===== config.mk =====
export PLATFORM = sky130hd
export DESIGN_NAME = tsl_merge
export DESIGN_NICKNAME = d
export VERILOG_FILES = /design/src/tsl_pkg.sv /design/src/tsl_merge.sv
export SDC_FILE = /design/constraint.sdc
export NUM_CORES = 1
export LEC_CHECK = 0
export BUFFER_PORTS_ARGS = -buffer_cell sky130_fd_sc_hd__buf_2
export CAP_MARGIN = 20
export CORE_UTILIZATION = 51
export CTS_CLUSTER_SIZE = 40
export DETAILED_ROUTE_END_ITERATION = 10
export PLACE_DENSITY = 0.72
export SETUP_SLACK_MARGIN = 0.2
export SKIP_CTS_REPAIR_TIMING = 1
export SYNTH_ARGS = -nofsm -noshare
export SYNTH_HDL_FRONTEND = slang
export SYNTH_SLANG_ARGS = --single-unit
export TNS_END_PERCENT = 20

===== constraint.sdc =====
create_clock -name clk -period 2.95 [get_ports clk]
set_input_delay 0.295 -clock clk [delete_from_list [all_inputs] [get_ports clk]]
set_output_delay 0.295 -clock clk [all_outputs]
set_load 0.02 [all_outputs]

===== src/tsl_pkg.sv =====
package tsl_pkg;

  localparam int AXIS_W  = 16;
  localparam int DZ_W    = 15;
  localparam int MAG_W   = 24;
  localparam int DT_W    = 20;
  localparam int OUT_W   = 25;
  localparam int VEL_W   = 26;
  localparam int CFG_IDX_W = 3;
  localparam int CFG_DATA_W = 24;

  localparam int IN_TDATA_W  = 72;
  localparam int IN_TUSER_W  = 2;
  localparam int OUT_TDATA_W = 80;

  localparam logic [CFG_IDX_W-1:0] REG_DEADZONE     = 3'd0;
  localparam logic [CFG_IDX_W-1:0] REG_MAX_VELOCITY = 3'd1;
  localparam logic [CFG_IDX_W-1:0] REG_ACCELERATION = 3'd2;
  localparam logic [CFG_IDX_W-1:0] REG_DECELERATION = 3'd3;

  typedef struct packed {
    logic advance;
    logic clear;
  } lane_ctl_t;

endpackage


===== src/tsl_merge.sv =====
module tsl_merge #(
  parameter int DEPTH = 4
) (
  input  logic                               clk,
  input  logic                               rst_n,
  input  logic                               push,
  input  logic [tsl_pkg::OUT_W-1:0]          x_i,
  input  logic [tsl_pkg::OUT_W-1:0]          y_i,
  input  logic [tsl_pkg::OUT_W-1:0]          z_i,
  output logic                               out_tvalid,
  input  logic                               out_tready,
  output logic [tsl_pkg::OUT_TDATA_W-1:0]    out_tdata,
  output logic [$clog2(DEPTH+1)-1:0]         level
);

  localparam int PTR_W = (DEPTH > 1) ? $clog2(DEPTH) : 1;
  localparam int CNT_W = $clog2(DEPTH + 1);
  localparam int PAD_W = tsl_pkg::OUT_TDATA_W - 3 * tsl_pkg::OUT_W;

  logic [tsl_pkg::OUT_TDATA_W-1:0] mem [DEPTH];
  logic [PTR_W-1:0] wr_ptr_r;
  logic [PTR_W-1:0] rd_ptr_r;
  logic [CNT_W-1:0] cnt_r;
  logic             pop;

  assign pop        = out_tvalid && out_tready;
  assign out_tvalid = (cnt_r != '0);
  assign out_tdata  = mem[rd_ptr_r];
  assign level      = cnt_r;

  always_ff @(posedge clk) begin
    if (push) begin
      mem[wr_ptr_r] <= {{PAD_W{1'b0}}, z_i, y_i, x_i};
    end
  end

  always_ff @(posedge clk) begin
    if (!rst_n) begin
      wr_ptr_r <= '0;
      rd_ptr_r <= '0;
      cnt_r    <= '0;
    end else begin
      if (push) begin
        wr_ptr_r <= (wr_ptr_r == PTR_W'(DEPTH - 1)) ? '0 : wr_ptr_r + 1'b1;
      end
      if (pop) begin
        rd_ptr_r <= (rd_ptr_r == PTR_W'(DEPTH - 1)) ? '0 : rd_ptr_r + 1'b1;
      end
      if (push && !pop) begin
        cnt_r <= cnt_r + 1'b1;
      end else if (pop && !push) begin
        cnt_r <= cnt_r - 1'b1;
      end
    end
  end

endmodule


* After elaboration in Yosys (flattened, before gate mapping)
Memory sizes are Yosys's and may differ from the RTL's. A register that Yosys moved wholly into a read port is not among the register bits.
Index checks and enable logic that the tools add are counted.
** Word-level totals
- Flip-flop bits (word level) :: 7
- Bits in latches :: 0
- Bits of input ports :: 79
- RAM bits :: 300
- Bits in read-only memories :: 0
- Output and inout bits :: 84
- Memories :: 1
** Memories
- mem :: depth 4, bits a word 75, read ports 1, clocked after memory_dff 1, wr ports 1, RTL line tsl_merge.sv:20 : logic [tsl_pkg::OUT_TDATA_W-1:0] mem [DEPTH];
** Operators by class
- Div/mod/pow operators :: 0
- $mul :: 0
- Shifts and indexed selects :: 0
- Reductions and logical operators :: 7
- Muxes and demuxes :: 8
- Add/subtract/negate cells :: 4
- Eq/ne operators :: 2
- $lt $le $gt $ge :: 0
- Bitwise gates (word level) :: 0
** Operator list (number)
- $mux W2 :: 4
- $mux W3 :: 2
- $add A2 B1 Y2 const B :: 2
- $eq A2 B2 Y1 const B :: 2
- $add A3 B1 Y3 const B :: 1
- $logic_and A1 B1 Y1 :: 3
- $reduce_bool A3 Y1 :: 1
- $sub A3 B1 Y3 const B :: 1
- $logic_not A1 Y1 :: 2
- $mux W1 :: 2
- $reduce_bool A2 Y1 :: 1

* Logic depth before layout (Yosys ltp)
Gate-level depths: netlist of the first run.
- Depth in word-level cells :: 5
- Mapped depth :: 7

* Worst setup path before layout of the first run
Ideal clock, no wire load.
- Kind :: reg-to-reg
- Start point :: register wr_ptr_r[0]
- End point :: memory mem[3][0] (netlist name), enable pin
- Path buffers :: 0
- Data required time :: 2509 ps
- Period minus slack after synthesis :: 2740 ps
- Stages on the path, launching flop included :: 3
- Setup slack :: 210 ps
- Arrival time :: 2299 ps
- Path through :: dfxtp_1 -> ha_1 -> and2_1
** RTL lines
- start, declared :: RTL line tsl_merge.sv:21 : logic [PTR_W-1:0] wr_ptr_r;
- start signal, assigned :: RTL line tsl_merge.sv:44 : wr_ptr_r <= (wr_ptr_r == PTR_W'(DEPTH - 1)) ? '0 : wr_ptr_r + 1'b1;
- end, declared :: RTL line tsl_merge.sv:20
Straight into the memory's write port.

==> flow_metrics.env, run 1 <==
export IMPL_status="completed"
export IMPL_antenna_found_initial=1
export IMPL_fin_crit_ns=2.55
export IMPL_cp_slowest_cell="dfxtp_4"
export IMPL_yosysUniqueCellTypes=23
export IMPL_totalPowerFinal_mw=11.1
export IMPL_synth_simple_gate_area_frac=0.00774
export IMPL_drive_above_1_share=0.401
export IMPL_peakVddDrop_uv=589
export IMPL_synthMuxAreaShare=0.152
export IMPL_rsz0062_at_grt="false"
export IMPL_chipWidth_um=151
export IMPL_ys_warnings_count=0
export IMPL_swShare=0.270
export IMPL_crit_cells=3
export IMPL_viasPerCell=5.32
export IMPL_drv_cap=0
export IMPL_synth_compound_area_frac=0.00265
export IMPL_drc=0
export IMPL_power_frac_seq=0.469
export IMPL_track_usage=0.182
export IMPL_p_leak_nw=4.83
export IMPL_clk_path_buf_depth=3
export IMPL_num_antenna_cells=0
export IMPL_dieArea_um2=22800
export IMPL_start_util=0.520
export IMPL_final_cell_area_um2=14100
export IMPL_worstSetupPathType="flip-flop to output port"
export IMPL_worst_pin_slew_ns=0.546
export IMPL_std_cell_rows=54
export IMPL_drtIter0Drc=264
export IMPL_switchingPower_mw=3.01
export IMPL_critical_path_top_delay_family="flip-flops"
export IMPL_ant_nets=0
export IMPL_syn_to_final_growth_pct=25.1
export IMPL_p_clk_frac=0.311
export IMPL_layout_common_cells="edfxtp_1 (300), buf_2 (157), mux4_2 (75), dlygate4sd3_1 (75), clkbuf_16 (30)"
export IMPL_setup_viol=0
export IMPL_intPower_mw=8.14
export IMPL_synthAdderAreaFrac=0.00841
export IMPL_post_dp_cell_area_um2=12500
export IMPL_cts_sinks=309
export IMPL_dp_hpwl_um=12100
export IMPL_path_clk_slew_ns=0.06
export IMPL_drv_slew=0
export IMPL_whs_ns=0.0881
export IMPL_ff2ff_path_depth=7
export IMPL_grt_overflow_total=0
export IMPL_avgSynthCellArea_um2=25.6
export IMPL_place_congestion=0.731
export IMPL_ys_seq_area_frac=0.812
export IMPL_critPathMaxFanout=18
export IMPL_root_buffer="clkbuf_16"
export IMPL_fin_skew_ns=0.00949
export IMPL_wirelength_um=20900
export IMPL_cts_tree="done"
export IMPL_ios=163
export IMPL_clk_latency_ns=0.55
export IMPL_die_h_um=151
export IMPL_htree_levels=1
export IMPL_dr_pass1_iters=4
export IMPL_tns_ns=0
export IMPL_grt_pass1_vias=5315
export IMPL_slew_headroom=0.636
export IMPL_fmax_mhz=392
export IMPL_hold_viol=0
export IMPL_layout_commonest_cell="edfxtp_1"
export IMPL_period_share=0.865
export IMPL_setup_worst_path_end_class="output port"
export IMPL_wl_per_cell_um=20.8
export IMPL_grt_pass1_wl_um=30300
export IMPL_slowest_delay_ns=0.61
export IMPL_p_per_area_nw_per_um2=788
export IMPL_ys_ff_latch=309
export IMPL_timing_hold_worst_class="input pin to flip-flop"
export IMPL_path_buf_inv=2
export IMPL_cp_cell_sequence="buf_4 -> mux4_2 -> buf_2"
export IMPL_holdPathStages=2
export IMPL_start_kind="flip-flop"
export IMPL_power_frac_comb=0.220
export IMPL_fin_nets=787
export IMPL_grt_max_degree=55
export IMPL_cp_required_ns=2.65
export IMPL_io_buffers=157
export IMPL_synth_xor_area_frac=0.00155
export IMPL_core_um2=21800
export IMPL_arrival_ns=2.26
export IMPL_synth_top_family_by_area="multiplexers"
export IMPL_synth_area_um2=11300
export IMPL_cts_buffers=30
export IMPL_netlist_instances=442
export IMPL_vias=5345
[registers in the layout, indices dropped and copies added, names as in the netlist, named ones only]
register and cells:
wr_ptr_r 2, level 3, rd_ptr_r 2, mem 300
[power groups by stage]
stage,clock [mW],sequential (mW),combinational [mW]
2_1_floorplan,0,5.22,1.77
3_3_place_gp,0,5.31,2.37
3_5_place_dp,0,5.33,2.40
4_1_cts,3.55,5.24,2.42
5_1_grt,3.70,5.27,2.64
6_report,3.47,5.23,2.45
[worst paths after layout]
path | slack [ns] | endpoint | start
setup / recovery | 0.40 | out_tdata[6] | flip-flop
hold / removal | 0.09 | level[1]$_SDFFE_PN0P_ | rst_n
setup reg to reg | 0.63 | level[2]$_SDFFE_PN0P_ | level[0]$_SDFFE_PN0P_
hold reg to reg | 0.53 | flip-flop | rd_ptr_r[0]$_SDFFE_PN0P_
[layout make-up]
cell class                 count  area [µm²]
sequential                   309        9200
multi-input combinational    113        1980
clock inverter                20         129
tap                          280         350
timing repair buffer         244        1710
inverter                       3        11.3
clock buffer                  35         769
fill                        1473        7610
[per-stage QoR]
| step | setup WS [ns] | util | cells |
|---|---|---|---|
| 2_1_floorplan | 0.210 | - | 446 |
| 3_3_place_gp | 0.775 | 0.575 | 874 |
| 5_1_grt | 0.220 | 0.650 | 1004 |
| 4_1_cts | 0.290 | 0.616 | 929 |
| 3_5_place_dp | 0.636 | 0.575 | 874 |
| 6_report | 0.399 | 0.650 | 1004 |
[synthesized netlist by cell type]
cell	count	share of area
dfxtp_1	9	0.016
mux4_2	75	0.15
fa_1	1	0.0018
nor2b_1	3	0.0017
nor2_1	2	0.00066
a21boi_0	1	0.00066
xor2_1	1	0.00077
inv_1	3	0.0010
conb_1	1	0.00033
clkbuf_1	2	0.00066
or3_1	2	0.0011
mux2i_1	3	0.0027
ha_1	6	0.0066
and2_1	5	0.0028
o21ai_0	3	0.0013
buf_4	7	0.0046
buf_6	6	0.0060
nand2_1	2	0.00066
nand3_1	2	0.00088
o31ai_1	1	0.00066
edfxtp_1	300	0.80
buf_2	6	0.0027
xnor2_1	1	0.00077
[metal layers]
layer,wire length [µm],GRT usage,part of all wire,vias to the layer above
li1,-,-,-,2395
met1,8860,0.249,0.42,2770
met2,10500,0.298,0.50,149
met3,1180,0.0437,0.057,29
met4,355,0.0440,0.017,2
met5,13,0,0.00062,-
[cells by family after synthesis]
| kind of cell | after synthesis |
|---|---|
| DFF | 309 |
| muxes | 78 |
| buffers and inverters | 24 |
| and+or+nand+nor | 16 |
| adders and majority gates | 7 |
| AOI/OAI and AO/OA | 5 |
| xor gates and xnor gates | 2 |
| other | 1 |
No activity file was read; power rests on OpenSTA's default activity.
==> run 2: changes to the inputs <==
- CORE_MARGIN: unset -> 3
- CORE_UTILIZATION: 51 -> 30
- PLACE_DENSITY: 0.72 -> 0.46
==> run 2 against run 1 <==
  * Worst hold slack lost 0.077 ns
  * Register-to-register slack lost 0.07 ns
  * Sequential share of layout area shrank 0.83 points
  * Utilization shrank 26 points
  * Clock skew grew 0.0024 ns
  * Final area grew 1.3%
  * First-iteration DRC count shrank 3.8%
  * Cell count grew 20%
  * Maximum frequency grew 2.0%
  * Critical path type unchanged
  * Largest cell class unchanged
  * Largest power group unchanged
==> flow_metrics.env, run 2 (synthesis results as in run 1) <==
export IMPL_critical_path_top_delay_family="flip-flops"
export IMPL_drive_above_1_share=0.420
export IMPL_dp_hpwl_um=14100
export IMPL_wirelength_um=23300
export IMPL_core_um2=36900
export IMPL_intPower_mw=8.54
export IMPL_cts_tree="done"
export IMPL_fin_nets=768
export IMPL_wl_per_cell_um=19.3
export IMPL_status="completed"
export IMPL_hold_viol=0
export IMPL_final_util=0.389
export IMPL_setup_worst_path_end_class="output port"
export IMPL_slew_headroom=0.544
export IMPL_htree_levels=2
export IMPL_drc=0
export IMPL_ios=163
export IMPL_dp_slack_ns=0.533
export IMPL_antenna_found_initial=1
export IMPL_power_frac_seq=0.448
export IMPL_layout_setup_ws_ns=0.451
export IMPL_swShare=0.266
export IMPL_slowest_delay_ns=0.62
export IMPL_fmax_mhz=400
export IMPL_rsz0062_at_grt="false"
export IMPL_clk_latency_ns=0.50
export IMPL_grt_max_degree=38
export IMPL_grt_overflow_total=0
export IMPL_grt_pass1_vias=5851
export IMPL_io_buffers=157
export IMPL_layout_commonest_cell="edfxtp_1"
export IMPL_drtIter0Drc=254
export IMPL_peakVddDrop_uv=492
export IMPL_fin_skew_ns=0.0119
export IMPL_cts_buffers=35
export IMPL_start_kind="flip-flop"
export IMPL_std_cell_rows=70
export IMPL_vias=5320
export IMPL_regMostFlops="mem"
export IMPL_period_share=0.847
export IMPL_path_clk_slew_ns=0.06
export IMPL_clk_path_buf_depth=3
export IMPL_path_buf_inv=2
export IMPL_cp_slowest_cell="dfxtp_4"
export IMPL_dieArea_um2=40100
export IMPL_start_util=0.307
export IMPL_root_buffer="clkbuf_16"
export IMPL_track_usage=0.117
export IMPL_viasPerCell=4.40
export IMPL_die_h_um=200
export IMPL_chipWidth_um=200
export IMPL_fin_crit_ns=2.50
export IMPL_syn_to_final_growth_pct=26.7
export IMPL_tns_ns=0
export IMPL_layout_common_cells="edfxtp_1 (300), buf_2 (157), mux4_2 (75), dlygate4sd3_1 (49), clkbuf_16 (37)"
export IMPL_switchingPower_mw=3.10
export IMPL_cp_cell_sequence="buf_12 -> mux4_2 -> buf_2"
export IMPL_ant_nets=0
export IMPL_largest_register_ffs=300
export IMPL_p_per_area_nw_per_um2=812
export IMPL_setup_viol=0
export IMPL_worst_pin_slew_ns=0.685
export IMPL_p_leak_nw=4.82
export IMPL_worstSetupPathType="flip-flop to output port"
export IMPL_cts_sinks=309
export IMPL_num_antenna_cells=0
export IMPL_critPathMaxFanout=28
export IMPL_power_frac_comb=0.214
export IMPL_dr_pass1_iters=4
export IMPL_cp_required_ns=2.65
export IMPL_p_clk_frac=0.338
export IMPL_timing_hold_worst_class="input pin to flip-flop"
export IMPL_arrival_ns=2.20
export IMPL_place_congestion=0.697
export IMPL_grt_pass1_wl_um=35700
export IMPL_drv_slew=0
export IMPL_drv_cap=0
export IMPL_totalPowerFinal_mw=11.6
==> run 2: cell types whose count changed in the layout (fill, tap and decap cells not counted), sizes merged <==
cell	change
clkinv	-4
clkinvlp	-2
buf	+2
clkbuf	+9
dlygate4sd3	-26
inv	+1
==> run 2: layout make-up <==
type | instances | area, µm²
clock buffers | 44 | 952
clock inverters | 15 | 93.8
fillers | 3341 | 22500
inverters | 3 | 11.3
multi-input cells | 113 | 1980
flip-flops and latches | 309 | 9200
well taps | 504 | 631
repair buffers | 220 | 1470
==> run 2: stage by stage <==
stage,hold slack [ns],std cells,area [µm²]
final,0.0115,1208,14300
after detailed placement,0.513,1100,12800
after global routing,0.000348,1208,14300
after CTS,-0.0348,1159,13800
after floorplan,0.394,446,11300
after global placement,0.500,1100,12800
==> run 2: power groups by stage <==
stage | registers (mW) | clock network, mW | logic [mW]
floorplan | 5.22 | 0 | 1.77
global placement | 5.30 | 0 | 2.48
detailed placement | 5.32 | 0 | 2.51
CTS | 5.23 | 4.08 | 2.52
global route | 5.25 | 4.27 | 2.68
finish | 5.21 | 3.93 | 2.49
==> run 2: worst register-to-register path, delay by kind of cell (launching register included) <==
| family | cells | cell delay (ns) |
|---|---|---|
| and+or+nand+nor | 1 | 0.31 |
| buffers and inverters | 1 | 0.06 |
| adders and majority gates | 2 | 0.68 |
| AOI/OAI and AO/OA | 2 | 0.72 |
| DFF | 1 | 0.37 |
| xor gates and xnor gates | 1 | 0.18 |
==> run 2: path summary, 6_finish.rpt <==
kind,startpoint,endpoint,slack [ns],cells past startpoint
hold reg to reg,level[2]$_SDFFE_PN0P_,level[2]$_SDFFE_PN0P_,0.54,2
setup / recovery,flip-flop,out_tdata[19],0.45,3
setup reg to reg,level[0]$_SDFFE_PN0P_,level[2]$_SDFFE_PN0P_,0.56,7
hold / removal,x_i[19],mem[2][19]$_DFFE_PP_,0.01,1
==> run 2: layer usage <==
layer,vias up,share of wire,GRT usage
li1,2355,-,-
met1,2797,0.41,0.139
met2,124,0.52,0.206
met3,42,0.049,0.0338
met4,2,0.023,0.0371
met5,-,0.00056,0
