$ cat src/tsl_pkg.sv
package tsl_pkg;

  localparam int AXIS_W  = 16;
  localparam int DZ_W    = 15;
  localparam int MAG_W   = 24;
  localparam int DT_W    = 20;
  localparam int OUT_W   = 25;
  localparam int VEL_W   = 26;
  localparam int CFG_IDX_W = 3;
  localparam int CFG_DATA_W = 24;

  localparam int IN_TDATA_W  = 72;
  localparam int IN_TUSER_W  = 2;
  localparam int OUT_TDATA_W = 80;

  localparam logic [CFG_IDX_W-1:0] REG_DEADZONE     = 3'd0;
  localparam logic [CFG_IDX_W-1:0] REG_MAX_VELOCITY = 3'd1;
  localparam logic [CFG_IDX_W-1:0] REG_ACCELERATION = 3'd2;
  localparam logic [CFG_IDX_W-1:0] REG_DECELERATION = 3'd3;

  typedef struct packed {
    logic advance;
    logic clear;
  } lane_ctl_t;

endpackage

$ cat src/tsl_lane.sv
module tsl_lane (
  input  logic                            clk,
  input  logic                            rst_n,
  input  logic                            load,
  input  logic [tsl_pkg::AXIS_W-1:0]      axis_i,
  input  logic [tsl_pkg::DZ_W-1:0]        deadzone_i,
  input  logic [tsl_pkg::MAG_W-1:0]       max_vel_i,
  input  tsl_pkg::lane_ctl_t              ctl_i,
  input  logic [tsl_pkg::MAG_W-1:0]       acc_step_i,
  input  logic [tsl_pkg::MAG_W-1:0]       dec_step_i,
  output logic [tsl_pkg::OUT_W-1:0]       vel_o
);

  localparam int PROD_W = tsl_pkg::DZ_W + tsl_pkg::MAG_W;
  localparam int ERR_W  = tsl_pkg::VEL_W + 1;

  logic [tsl_pkg::AXIS_W-1:0] abs_axis;
  logic [tsl_pkg::DZ_W-1:0]   dmag;
  logic [tsl_pkg::DZ_W-1:0]   dmag_dz;
  logic [PROD_W-1:0]          prod;
  logic [tsl_pkg::MAG_W-1:0]  tmag;
  logic [tsl_pkg::OUT_W-1:0]  tmag_ext;
  logic [tsl_pkg::OUT_W-1:0]  tgt_nxt;
  logic [tsl_pkg::OUT_W-1:0]  tgt_r;

  logic [tsl_pkg::VEL_W-1:0]  vel_r;
  logic [tsl_pkg::VEL_W-1:0]  vel_nxt;
  logic [tsl_pkg::VEL_W-1:0]  slew_val;
  logic [tsl_pkg::VEL_W-1:0]  cur_mag;
  logic [tsl_pkg::OUT_W-1:0]  tgt_abs;
  logic [tsl_pkg::VEL_W-1:0]  tgt_mag;
  logic                       slowing;
  logic [tsl_pkg::MAG_W-1:0]  step;
  logic [ERR_W-1:0]           err;
  logic [ERR_W-1:0]           err_mag;

  // target: clamp, deadzone, scale
  always_comb begin
    abs_axis = axis_i[tsl_pkg::AXIS_W-1] ? (~axis_i + 1'b1) : axis_i;
    if (axis_i == {1'b1, {(tsl_pkg::AXIS_W-1){1'b0}}}) begin
      dmag = '1;
    end else begin
      dmag = abs_axis[tsl_pkg::DZ_W-1:0];
    end
    dmag_dz  = (dmag < deadzone_i) ? '0 : dmag;
    prod     = PROD_W'(dmag_dz) * PROD_W'(max_vel_i);
    tmag     = prod[PROD_W-1:tsl_pkg::DZ_W];
    tmag_ext = {1'b0, tmag};
    tgt_nxt  = axis_i[tsl_pkg::AXIS_W-1] ? (~tmag_ext + 1'b1) : tmag_ext;
  end

  always_ff @(posedge clk) begin
    if (load) begin
      tgt_r <= tgt_nxt;
    end
  end

  // slew toward target
  always_comb begin
    cur_mag = vel_r[tsl_pkg::VEL_W-1] ? (~vel_r + 1'b1) : vel_r;
    tgt_abs = tgt_r[tsl_pkg::OUT_W-1] ? (~tgt_r + 1'b1) : tgt_r;
    tgt_mag = {1'b0, tgt_abs};
    slowing = (tgt_mag < cur_mag)
            || (tgt_r[tsl_pkg::OUT_W-1] && !vel_r[tsl_pkg::VEL_W-1] && (vel_r != '0))
            || (!tgt_r[tsl_pkg::OUT_W-1] && (tgt_r != '0) && vel_r[tsl_pkg::VEL_W-1]);
    step    = slowing ? dec_step_i : acc_step_i;
    err     = {{2{tgt_r[tsl_pkg::OUT_W-1]}}, tgt_r} - {vel_r[tsl_pkg::VEL_W-1], vel_r};
    err_mag = err[ERR_W-1] ? (~err + 1'b1) : err;
    if (err_mag <= ERR_W'(step)) begin
      slew_val = {tgt_r[tsl_pkg::OUT_W-1], tgt_r};
    end else if (err[ERR_W-1]) begin
      slew_val = vel_r - tsl_pkg::VEL_W'(step);
    end else begin
      slew_val = vel_r + tsl_pkg::VEL_W'(step);
    end
    if (ctl_i.clear) begin
      vel_nxt = '0;
    end else if (ctl_i.advance) begin
      vel_nxt = slew_val;
    end else begin
      vel_nxt = vel_r;
    end
  end

  always_ff @(posedge clk) begin
    if (!rst_n) begin
      vel_r <= '0;
    end else begin
      vel_r <= vel_nxt;
    end
  end

  assign vel_o = vel_nxt[tsl_pkg::OUT_W-1:0];

endmodule

$ cat config.mk
export PLATFORM = sky130hd
export DESIGN_NAME = tsl_lane
export DESIGN_NICKNAME = d
export VERILOG_FILES = /design/src/tsl_pkg.sv /design/src/tsl_lane.sv
export SDC_FILE = /design/constraint.sdc
export NUM_CORES = 1
export LEC_CHECK = 0
export ABC_AREA = 1
export BUFFER_PORTS_ARGS = -buffer_cell sky130_fd_sc_hd__buf_2
export CORE_UTILIZATION = 55
export CTS_CLUSTER_SIZE = 25
export DETAILED_ROUTE_END_ITERATION = 12
export GPL_ROUTABILITY_DRIVEN = 0
export MAX_ROUTING_LAYER = met4
export PLACE_DENSITY = 0.69
export SYNTH_ARGS = -nofsm -noshare
export SYNTH_HDL_FRONTEND = slang
export SYNTH_SLANG_ARGS = --single-unit
$ cat constraint.sdc
create_clock -name clk -period 11.1 [get_ports clk]
set_clock_uncertainty 0.1 [all_clocks]
set_input_delay 1.665 -clock clk [delete_from_list [all_inputs] [get_ports clk]]
set_output_delay 1.665 -clock clk [all_outputs]
set_load 0.01 [all_outputs]
Word-level counts from Yosys, hierarchy flattened
Cells that the tools add are included.
- add/sub/neg operators: 8
- $mul: 1
- divide/modulo/power cells: 0
- order comparisons: 3
- equal/unequal tests: 1
- shift operators: 0
- mux-type cells: 12
- bitwise operators: 6
- reduce and logical (&&, ||, !) cells: 11
- operators by type and width (kind ; count):
    2-to-1 mux 26 bit ; 3
    2-to-1 mux 25 bit ; 3
    adder 25 x 1 -> 25 bit, second input constant ; 2
    2-to-1 mux 24 bit ; 2
    2-to-1 mux 15 bit ; 3
    multiplier 15 x 24 -> 39 bit ; 1
    adder 27 x 1 -> 27 bit, second input constant ; 1
    less-or-equal comparator 27 x 24 -> 1 bit ; 1
    2-to-1 mux 27 bit ; 1
    NOT 27 bit ; 1
    subtractor 25 x 26 -> 27 bit ; 1
    adder 26 x 1 -> 26 bit, second input constant ; 1
    adder 26 x 24 -> 26 bit ; 1
    less-than comparator 25 x 26 -> 1 bit ; 1
    NOT 26 bit ; 1
    nonzero test 26 bit ; 1
    subtractor 26 x 24 -> 26 bit ; 1
    NOT 24 -> 25 bit ; 1
    NOT 25 bit ; 1
    nonzero test 25 bit ; 1
    == test 16 bit, second input constant ; 1
    adder 15 x 1 -> 15 bit, second input constant ; 1
    less-than comparator 15 bit ; 1
    NOT 15 bit ; 1
    5 further kinds ; 10
- register bits after elaboration: 51
- latch bits: 0
- memory bits (writable): 0
- memory bits (read-only): 0
- bits of input ports: 108
- memories: 0

Logic depth before layout (Yosys ltp)
Gate-level depths: netlist of the first run.
- depth after elaboration: 12
- gate-level depth with buffers: 53
- depth with buffers taken out: 51

Least setup slack after synthesis of the first run
OpenSTA, ideal clock, no wires.
- path type: in2reg
- start: in axis_i[0] in the netlist's numbering
- end: reg tgt_r[22] in the netlist's numbering (data pin)
- library setup time: 249 ps
- arrival: 9458 ps
- required time: 10751 ps
- setup slack: 1293 ps
- cell stages on the path: 50
- path buffers: 2
- cell sequence: inv_1 > ha_1 > nand3_1 > nor3_1 > inv_1 > nor2_1 > nand2_1 > nand2_1 > o21ai_0 > inv_1 > or2_2 > nand3_1 > ha_1 > a21oi_1 > o21ai_0 > nor2_1 > nand2_4 > buf_6 > [14 not listed] > a21oi_1 > inv_1 > a31oi_1 > o21ai_0 > inv_1 > nand2_1 > xor2_1 > inv_1 > ha_1 > nand3_1 > nor2_2 > nand3_2 > nand2_2 > nand3_2 > nor2_2 > nand3_1 > nand2_1 > inv_1
- word-level cells in the longest chain between the ends: 10
- elaborated cells on any way between the ends: 11
- ends and longest elaborated chain (what ; RTL line ; text):
    from (decl) ; tsl_lane.sv:5 ; input logic [tsl_pkg::AXIS_W-1:0] axis_i,
    NOT 15 bit ; tsl_lane.sv:39 ; abs_axis = axis_i[tsl_pkg::AXIS_W-1] ? (~axis_i + 1'b1) : axis_i;
    adder 15 x 1 -> 15 bit ; tsl_lane.sv:39 ;
    2-to-1 mux 15 bit ; tsl_lane.sv:39 ;
    2-to-1 mux 15 bit (*) ; tsl_lane.sv:40 ; if (axis_i == {1'b1, {(tsl_pkg::AXIS_W-1){1'b0}}}) begin
    less-than comparator 15 bit ; tsl_lane.sv:45 ; dmag_dz = (dmag < deadzone_i) ? '0 : dmag;
    2-to-1 mux 15 bit (*) ; tsl_lane.sv:45 ;
    multiplier 15 x 24 -> 39 bit (*) ; tsl_lane.sv:46 ; prod = PROD_W'(dmag_dz) * PROD_W'(max_vel_i);
    via prod[15] ; tsl_lane.sv:20 ; logic [PROD_W-1:0] prod;
    NOT 24 -> 25 bit (*) ; tsl_lane.sv:49 ; tgt_nxt = axis_i[tsl_pkg::AXIS_W-1] ? (~tmag_ext + 1'b1) : tmag_ext;
    adder 25 x 1 -> 25 bit (*) ; tsl_lane.sv:49 ;
    2-to-1 mux 24 bit (*) ; tsl_lane.sv:49 ;
    via tgt_nxt (one bit) ; tsl_lane.sv:23 ; logic [tsl_pkg::OUT_W-1:0] tgt_nxt;
    to (signal assigned) ; tsl_lane.sv:54 ; tgt_r <= tgt_nxt;
    to (decl) ; tsl_lane.sv:24 ; logic [tsl_pkg::OUT_W-1:0] tgt_r;
The timed path passes the listed nets; every way through them passes the cells marked *.
A chain may end at the register's enable or synchronous reset.

Worst setup path after layout of the first run
- start: in axis_i[0] in the netlist's numbering
- end: reg tgt_r[20] in the netlist's numbering (data pin)
- word-level cells in the longest chain between the ends: 10
- elaborated cells on any way between the ends: 11
- ends and longest elaborated chain (what ; RTL line):
    NOT 15 bit ; tsl_lane.sv:39
    adder 15 x 1 -> 15 bit ; tsl_lane.sv:39
    2-to-1 mux 15 bit ; tsl_lane.sv:39
    2-to-1 mux 15 bit (*) ; tsl_lane.sv:40
    less-than comparator 15 bit ; tsl_lane.sv:45
    2-to-1 mux 15 bit (*) ; tsl_lane.sv:45
    multiplier 15 x 24 -> 39 bit (*) ; tsl_lane.sv:46
    NOT 24 -> 25 bit ; tsl_lane.sv:49
    adder 25 x 1 -> 25 bit ; tsl_lane.sv:49
    2-to-1 mux 24 bit (*) ; tsl_lane.sv:49
    via tgt_nxt (one bit) ; tsl_lane.sv:23
Marks and branches as above.

==> results of run 1 <==
## per-stage QoR
step	std cells	hold slack (ns)	cell area, um2
after floorplan	3096	0.4972	21740
after global placement	3691	0.5849	22860
after detailed placement	3691	0.5889	22860
after CTS	3699	0.5998	23000
after global routing	3714	0.6572	23300
final	3714	0.6098	23300
## logic make-up (layout without fill, tap and decap cells)
| logic type | count (synthesis) | count (layout) |
|---|---|---|
| adder cells (fa/ha/maj) | 504 | 504 |
| XOR/XNOR | 169 | 169 |
| buffers and inverters | 721 | 820 |
| AO/OA/AOI/OAI | 336 | 336 |
| AND/OR/NAND/NOR | 1315 | 1316 |
| flip-flops | 51 | 51 |
## final cells by class
class	count	area [um2]
Clock inverter	1	5.005
Tap cell	518	648.1
Sequential cell	51	1271
Timing Repair inverter	2	10.01
Inverter	638	2421
Multi-Input combinational cell	2325	17800
Timing Repair Buffer	172	1002
Clock buffer	7	142.6
Fill cell	3674	15520
## what timing repair did
item	in CTS	in global routing
endpoints found under the setup margin	0	23
buffers inserted	0	12
gates resized for setup	0	39
## synthesized netlist by cell type (11+ instances only)
cell type / instances
buf_1: 23
inv_1: 621
o21ai_1: 11
o21ai_2: 14
nand4_1: 41
a21oi_1: 157
nor2_1: 380
a31oi_1: 22
ha_1: 219
edfxtp_1: 25
nand2_2: 15
clkbuf_1: 38
dfxtp_1: 26
nand2_1: 657
o21ai_0: 73
nor2_2: 14
nand3_1: 100
nor3_1: 35
xor2_1: 123
o21a_1: 12
fa_1: 285
xnor2_1: 46
nand3_2: 11
## worst max-delay path: cells and delay by family
family                   cells  cell delay (ns)
AND/OR/NAND/NOR             21             3.10
buffers and inverters       11             1.16
AO/OA/AOI/OAI                4             0.54
XOR/XNOR                     1             0.13
adder cells (fa/ha/maj)      9             4.01
## flip-flops by register name, indices dropped and copies added (netlist names)
| register | count |
|---|---|
| vel_r | 26 |
| tgt_r | 25 |
## worst max path at each step
stage,start,end,slack (ns),depth (start not counted)
floorplan,axis_i[0],tgt_r[22]$_DFFE_PP_,1.29,50
global placement,axis_i[0],tgt_r[22]$_DFFE_PP_,-0.06,44
detailed placement,axis_i[0],tgt_r[20]$_DFFE_PP_,-0.13,47
CTS,axis_i[0],tgt_r[20]$_DFFE_PP_,0.15,47
global route,axis_i[0],tgt_r[20]$_DFFE_PP_,-0.05,46
finish,axis_i[0],tgt_r[20]$_DFFE_PP_,0.42,46
## cells in the final DEF, fill, tap and decap left out, types with 9 or more instances in the layout
cell type,Yosys,final
a21oi_1,157,155
a31oi_1,22,19
buf_2,10,132
buf_4,2,36
dfxtp_1,26,26
edfxtp_1,25,25
fa_1,285,285
ha_1,219,218
inv_1,621,614
inv_2,8,10
nand2_1,657,648
nand2_2,15,20
nand2_4,10,14
nand3_1,100,100
nand3_2,11,11
nand3b_1,10,10
nand4_1,41,41
nor2_1,380,378
nor2_2,14,16
nor3_1,35,34
o21a_1,12,12
o21ai_0,73,72
o21ai_1,11,12
o21ai_2,14,14
o21ai_4,9,9
xnor2_1,46,42
xor2_1,123,123
## layer usage
metal	up-vias	GRT usage [%]
met3	147	2.711
met4	0	9.951
met1	9627	41.35
met2	819	54.45
met5	-	-
li1	9732	-
==> results.ini, run 1 <==
[outcome]
outcome=completed

[floorplanning]
fp.coreArea_um2=38830
die_h_um=200.8
start_util_pct=56.00
top_level_ports=133
floorplan.die_area_um2=40330
fp.dieW_um=200.8
core.rowCount=72

[min_path]
min-delay-path-class=register to register
worstHoldEndpoint=vel_r[0]$_SDFF_PN0_
hold_path_depth=4
min-delay-start=vel_r[0]$_SDFF_PN0_

[worst_setup_path]
critical-path-top-cell-by-count=nand2_1
crit_fanout=13
timing.critical_path.to_type=register
worstSetupPathType=input port to register
worst-endpoint-arrival_ns=10.63
cp_slowest_cell=fa_1
worst_reg2reg_path_length_in_cells=43
timing.critical_path.slowest_cell_delay_ns=0.56
worstReg2RegEnd=vel_r[24]$_SDFF_PN0_
worst-r2r-setup-slack_ns=3.03
worst_ep_required_time_ns=11.04
cp_startpoint_kind=input port
worst_r2r_startpoint=tgt_r[1]$_DFFE_PP_

[route]
route.met2.wl_um=29900
routed_via_density=5.473
drt-initial-drc-count=1528
overall_routed_net_length_um=63020
firstDrtPassIters=8
met3_wirelength_um=4489
m1WireLength_um=26380
drc_errors=0
route.antenna.remaining_nets=0
route.vias.total=20330
top_layer_used=met4
route.detailed.wl_per_inst_um=16.97

[sta]
worst-slew-pin-transition_ns=0.8392
fmax_mhz=93.62
fin_tns_setup_ns=0
final-setup-viol-count=0
max_slew_vio_count=0
hold_violations=0
worst_slack_ns=0.4185
fin_crit_ns=10.68
finalCritPeriodShare_pct=96.23
timing.slew.headroom_pct=43.70

[final_layout]
syn2layout_area_growth_pct=7.188
final_core_util_pct=60.02
drive_gt1_share_pct=10.17
nNetsFinal=3807
antenna_cells_inserted=0

[clock_network]
cts.htree.levels=2
ctsRootBufferMaster=clkbuf_16
clk-insertion-delay-late_ns=0.30
cts_max_path_buffers=2
numClockSinks=51
cts_made_buffers=5
tritoncts=done
cts_hold_bufs=0
clk_pin_slew_worst_paths_ns=0.07

[synthesis]
synth_top_cell_by_area=fa_1
postSynthCellCount=3096
largest_family_of_logic_cells_by_synthesized_area=adder cells
synth_xor_xnor_area_share_pct=6.808
avgSynthCellArea_um2=7.023
yosysTopAreaCellShare_pct=26.24
yosys.cell_types.count=67
yosysSeqAreaShare_pct=5.847
synth-async-reset-ratio_pct=0
synthSimpleGateAreaFrac_pct=26.38
postSynthNetCount=3708
ys.flop_type=dfxtp_1
yosys_warnings=0
yosys-mux-area-fraction_pct=0
yosys.area_share.adder_pct=38.84
synth_top_cells_by_area=fa_1, ha_1, nand2_1
synth.ff_latch_count=51
complex_gate_fraction_of_the_synthesized_area_pct=9.225
synth.cell_area_um2=21740
synth_edf_count=25

[placed_design]
port_buffers=132
pre_cts_slack_ns=-0.1297
place.detailed.hpwl_um=53400

[global_route]
via_count_of_the_first_global_routing_pass=20720
grt_pass1_wl_um=102400
grt_antenna_before_repair=0
global_route.usage.total_pct=32.33
grt_max_degree=42
overflow=0

[run]
max_cap_violations=0

Power of run 1 is not shown: default switching activity piles up to over one toggle a cycle in this logic, so the estimate is an artifact.
==> run 2: changes to the inputs <==
--- a/config.mk
+++ b/config.mk
@@ -8,11 +8,12 @@
 export ABC_AREA = 1
 export BUFFER_PORTS_ARGS = -buffer_cell sky130_fd_sc_hd__buf_2
 export CORE_UTILIZATION = 55
+export CTS_BUF_LIST = sky130_fd_sc_hd__clkbuf_16
 export CTS_CLUSTER_SIZE = 25
 export DETAILED_ROUTE_END_ITERATION = 12
 export GPL_ROUTABILITY_DRIVEN = 0
 export MAX_ROUTING_LAYER = met4
-export PLACE_DENSITY = 0.69
+export PLACE_DENSITY = 0.72
 export SYNTH_ARGS = -nofsm -noshare
 export SYNTH_HDL_FRONTEND = slang
 export SYNTH_SLANG_ARGS = --single-unit
==> constraint.sdc (replaced) <==
create_clock -name clk -period 8.9 [get_ports clk]
set_clock_uncertainty 0.1 [all_clocks]
set_input_delay 1.335 -clock clk [delete_from_list [all_inputs] [get_ports clk]]
set_output_delay 1.335 -clock clk [all_outputs]
set_load 0.01 [all_outputs]
==> run 2 against run 1 <==
Against the previous run:
- wire length up 23%
- count of clock-buffer cells in the layout fell by 1
- utilization rose by 14 points
- first-iteration DRC count grew 37%
- the run now ends with negative setup slack left
- critical path type unchanged
- sequential share of layout area down 1.0 points
- sequential cell count unchanged
- worst hold slack worse by 0.036 ns
- via count up 15%
- die area is the same
- worst setup slack got worse by 1.2 ns
- critical path depth grew 5
==> results.ini, run 2 (synthesized netlist as in run 1, its figures left out) <==
[outcome]
outcome=finished, violations left
failed_checks=negative setup slack

[floorplanning]
core.rowCount=72
die_h_um=200.8
top_level_ports=133
fp.dieW_um=200.8
start_util_pct=56.00
fp.coreArea_um2=38830
floorplan.die_area_um2=40330

[route]
drc_errors=0
firstDrtPassIters=8
route.vias.total=23370
drt-initial-drc-count=2099
routed_via_density=5.722
route.antenna.remaining_nets=0
overall_routed_net_length_um=77240
route.detailed.wl_per_inst_um=18.91

[worst_setup_path]
worstReg2RegEnd=vel_r[25]$_SDFFE_PP0P_
cp_slowest_cell=fa_1
worst_r2r_startpoint=tgt_r[0]$_DFFE_PP_
worst-endpoint-arrival_ns=9.68
timing.critical_path.slowest_cell_delay_ns=0.57
worst-path-buf-inv=16
worstSetupPathType=input port to register
worst_ep_required_time_ns=8.86
crit_fanout=6
timing.critical_path.to_type=register
worst_reg2reg_path_length_in_cells=52
cp_startpoint_kind=input port
worst-r2r-setup-slack_ns=1.41
worst_path_dominant_cell_family=adder cells

[min_path]
min-delay-path-class=register to register
hold_path_depth=4
worstHoldEndpoint=vel_r[4]$_SDFF_PN0_
min-delay-start=vel_r[4]$_SDFF_PN0_

[sta]
fin_tns_setup_ns=-15.02
hold_violations=0
max_slew_vio_count=0
worst_slack_ns=-0.8206
final-setup-viol-count=28
grt_setup_unrepaired=yes
worst-slew-pin-transition_ns=0.8705
timing.slew.headroom_pct=41.61
finalCritPeriodShare_pct=109.2
finalHoldWorstSlack_ns=0.5742
fmax_mhz=102.9
fin_crit_ns=9.721

[final_layout]
area.sequential_um2=1271
largest_reg_flops=26
drive_gt1_share_pct=29.92
multiInputGateArea_um2=19920
syn2layout_area_growth_pct=32.00
layout.cells.most_common=inv_1
nNetsFinal=4177
final_core_util_pct=73.91
fillers=2779
top_register=vel_r
commonest_cells_after_routing_fill_and_taps_aside=inv_1, nand2_1, buf_4
layout_top_registers=vel_r x26, tgt_r x25

[clock_network]
clk_pin_slew_worst_paths_ns=0.07
numClockSinks=51
cts_max_path_buffers=2
ctsRootBufferMaster=clkbuf_16
clk-insertion-delay-late_ns=0.30
cts_made_buffers=5
tritoncts=done
cts.htree.levels=2

[global_route]
via_count_of_the_first_global_routing_pass=23190
grt_antenna_before_repair=0
grt_pass1_wl_um=114100
overflow=0
global_route.usage.total_pct=36.15
grt_max_degree=28

[placed_design]
port_buffers=132
place.detailed.hpwl_um=55710

[run]
max_cap_violations=0

-- run 2: changes by cell type in the layout (fill, tap and decap cells not counted), sizes merged --
cell      before  now
buf          172  541
bufbuf         0    1
clkbuf         7    6
clkinv         8   12
clkinvlp       8    1
diode          0    1
inv          625  627
nand3        115  117
-- run 2: layout make-up --
type	count	share of cell area (%)
Inverter	638	8.663
Multi-Input combinational cell	2327	69.42
Clock inverter	2	0.03924
Tap cell	518	2.258
Clock buffer	6	0.5232
Sequential cell	51	4.430
Antenna cell	1	0.008720
Timing Repair Buffer	542	14.66
-- run 2: worst min-delay path, delay by kind of cell, from the launching register on --
kind / cells / cell delay [ns]
buffers and inverters: 1 / 0.07
and+or+nand+nor: 2 / 0.17
AOI/OAI and AO/OA: 1 / 0.06
DFF: 1 / 0.32
-- run 2: worst max-delay path by stage --
| stage | from | to | slack [ns] | cells past startpoint |
|---|---|---|---|---|
| 2_1_floorplan | axis_i[0] | tgt_r[22]$_DFFE_PP_ | -0.09 | 48 |
| 3_3_place_gp | axis_i[0] | tgt_r[23]$_DFFE_PP_ | -0.78 | 50 |
| 3_5_place_dp | axis_i[0] | tgt_r[16]$_DFFE_PP_ | -0.97 | 47 |
| 4_1_cts | axis_i[0] | tgt_r[23]$_DFFE_PP_ | -0.32 | 53 |
| 5_1_grt | axis_i[0] | tgt_r[12]$_DFFE_PP_ | -1.12 | 52 |
| 6_report | axis_i[1] | tgt_r[12]$_DFFE_PP_ | -0.82 | 51 |
-- run 2: what timing repair did --
item	CTS	global route
resized for setup	282	261
endpoints found under the hold margin	0	0
buffers inserted	76	64
cloned	3	3
hold buffers	0	0
setup endpoints to repair	29	49
pin swaps	146	178
-- run 2: per-stage QoR --
step	cells	setup WS, ns	cell area [um2]
after CTS	4021	-0.3233	27150
after global routing	4084	-1.116	28700
after global placement	3936	-0.7763	25300
final	4085	-0.8206	28700
after floorplan	3096	-0.08676	22450
after detailed placement	3936	-0.9732	25300
-- run 2: routing by layer --
layer	track usage [%]	up-vias	wire (um)
met2	59.64	1414	36350
met1	44.07	11090	28490
met4	15.21	0	4577
met3	5.568	394	7819
li1	-	10480	-
met5	-	-	0
Power of run 2 is left out for the same reason.
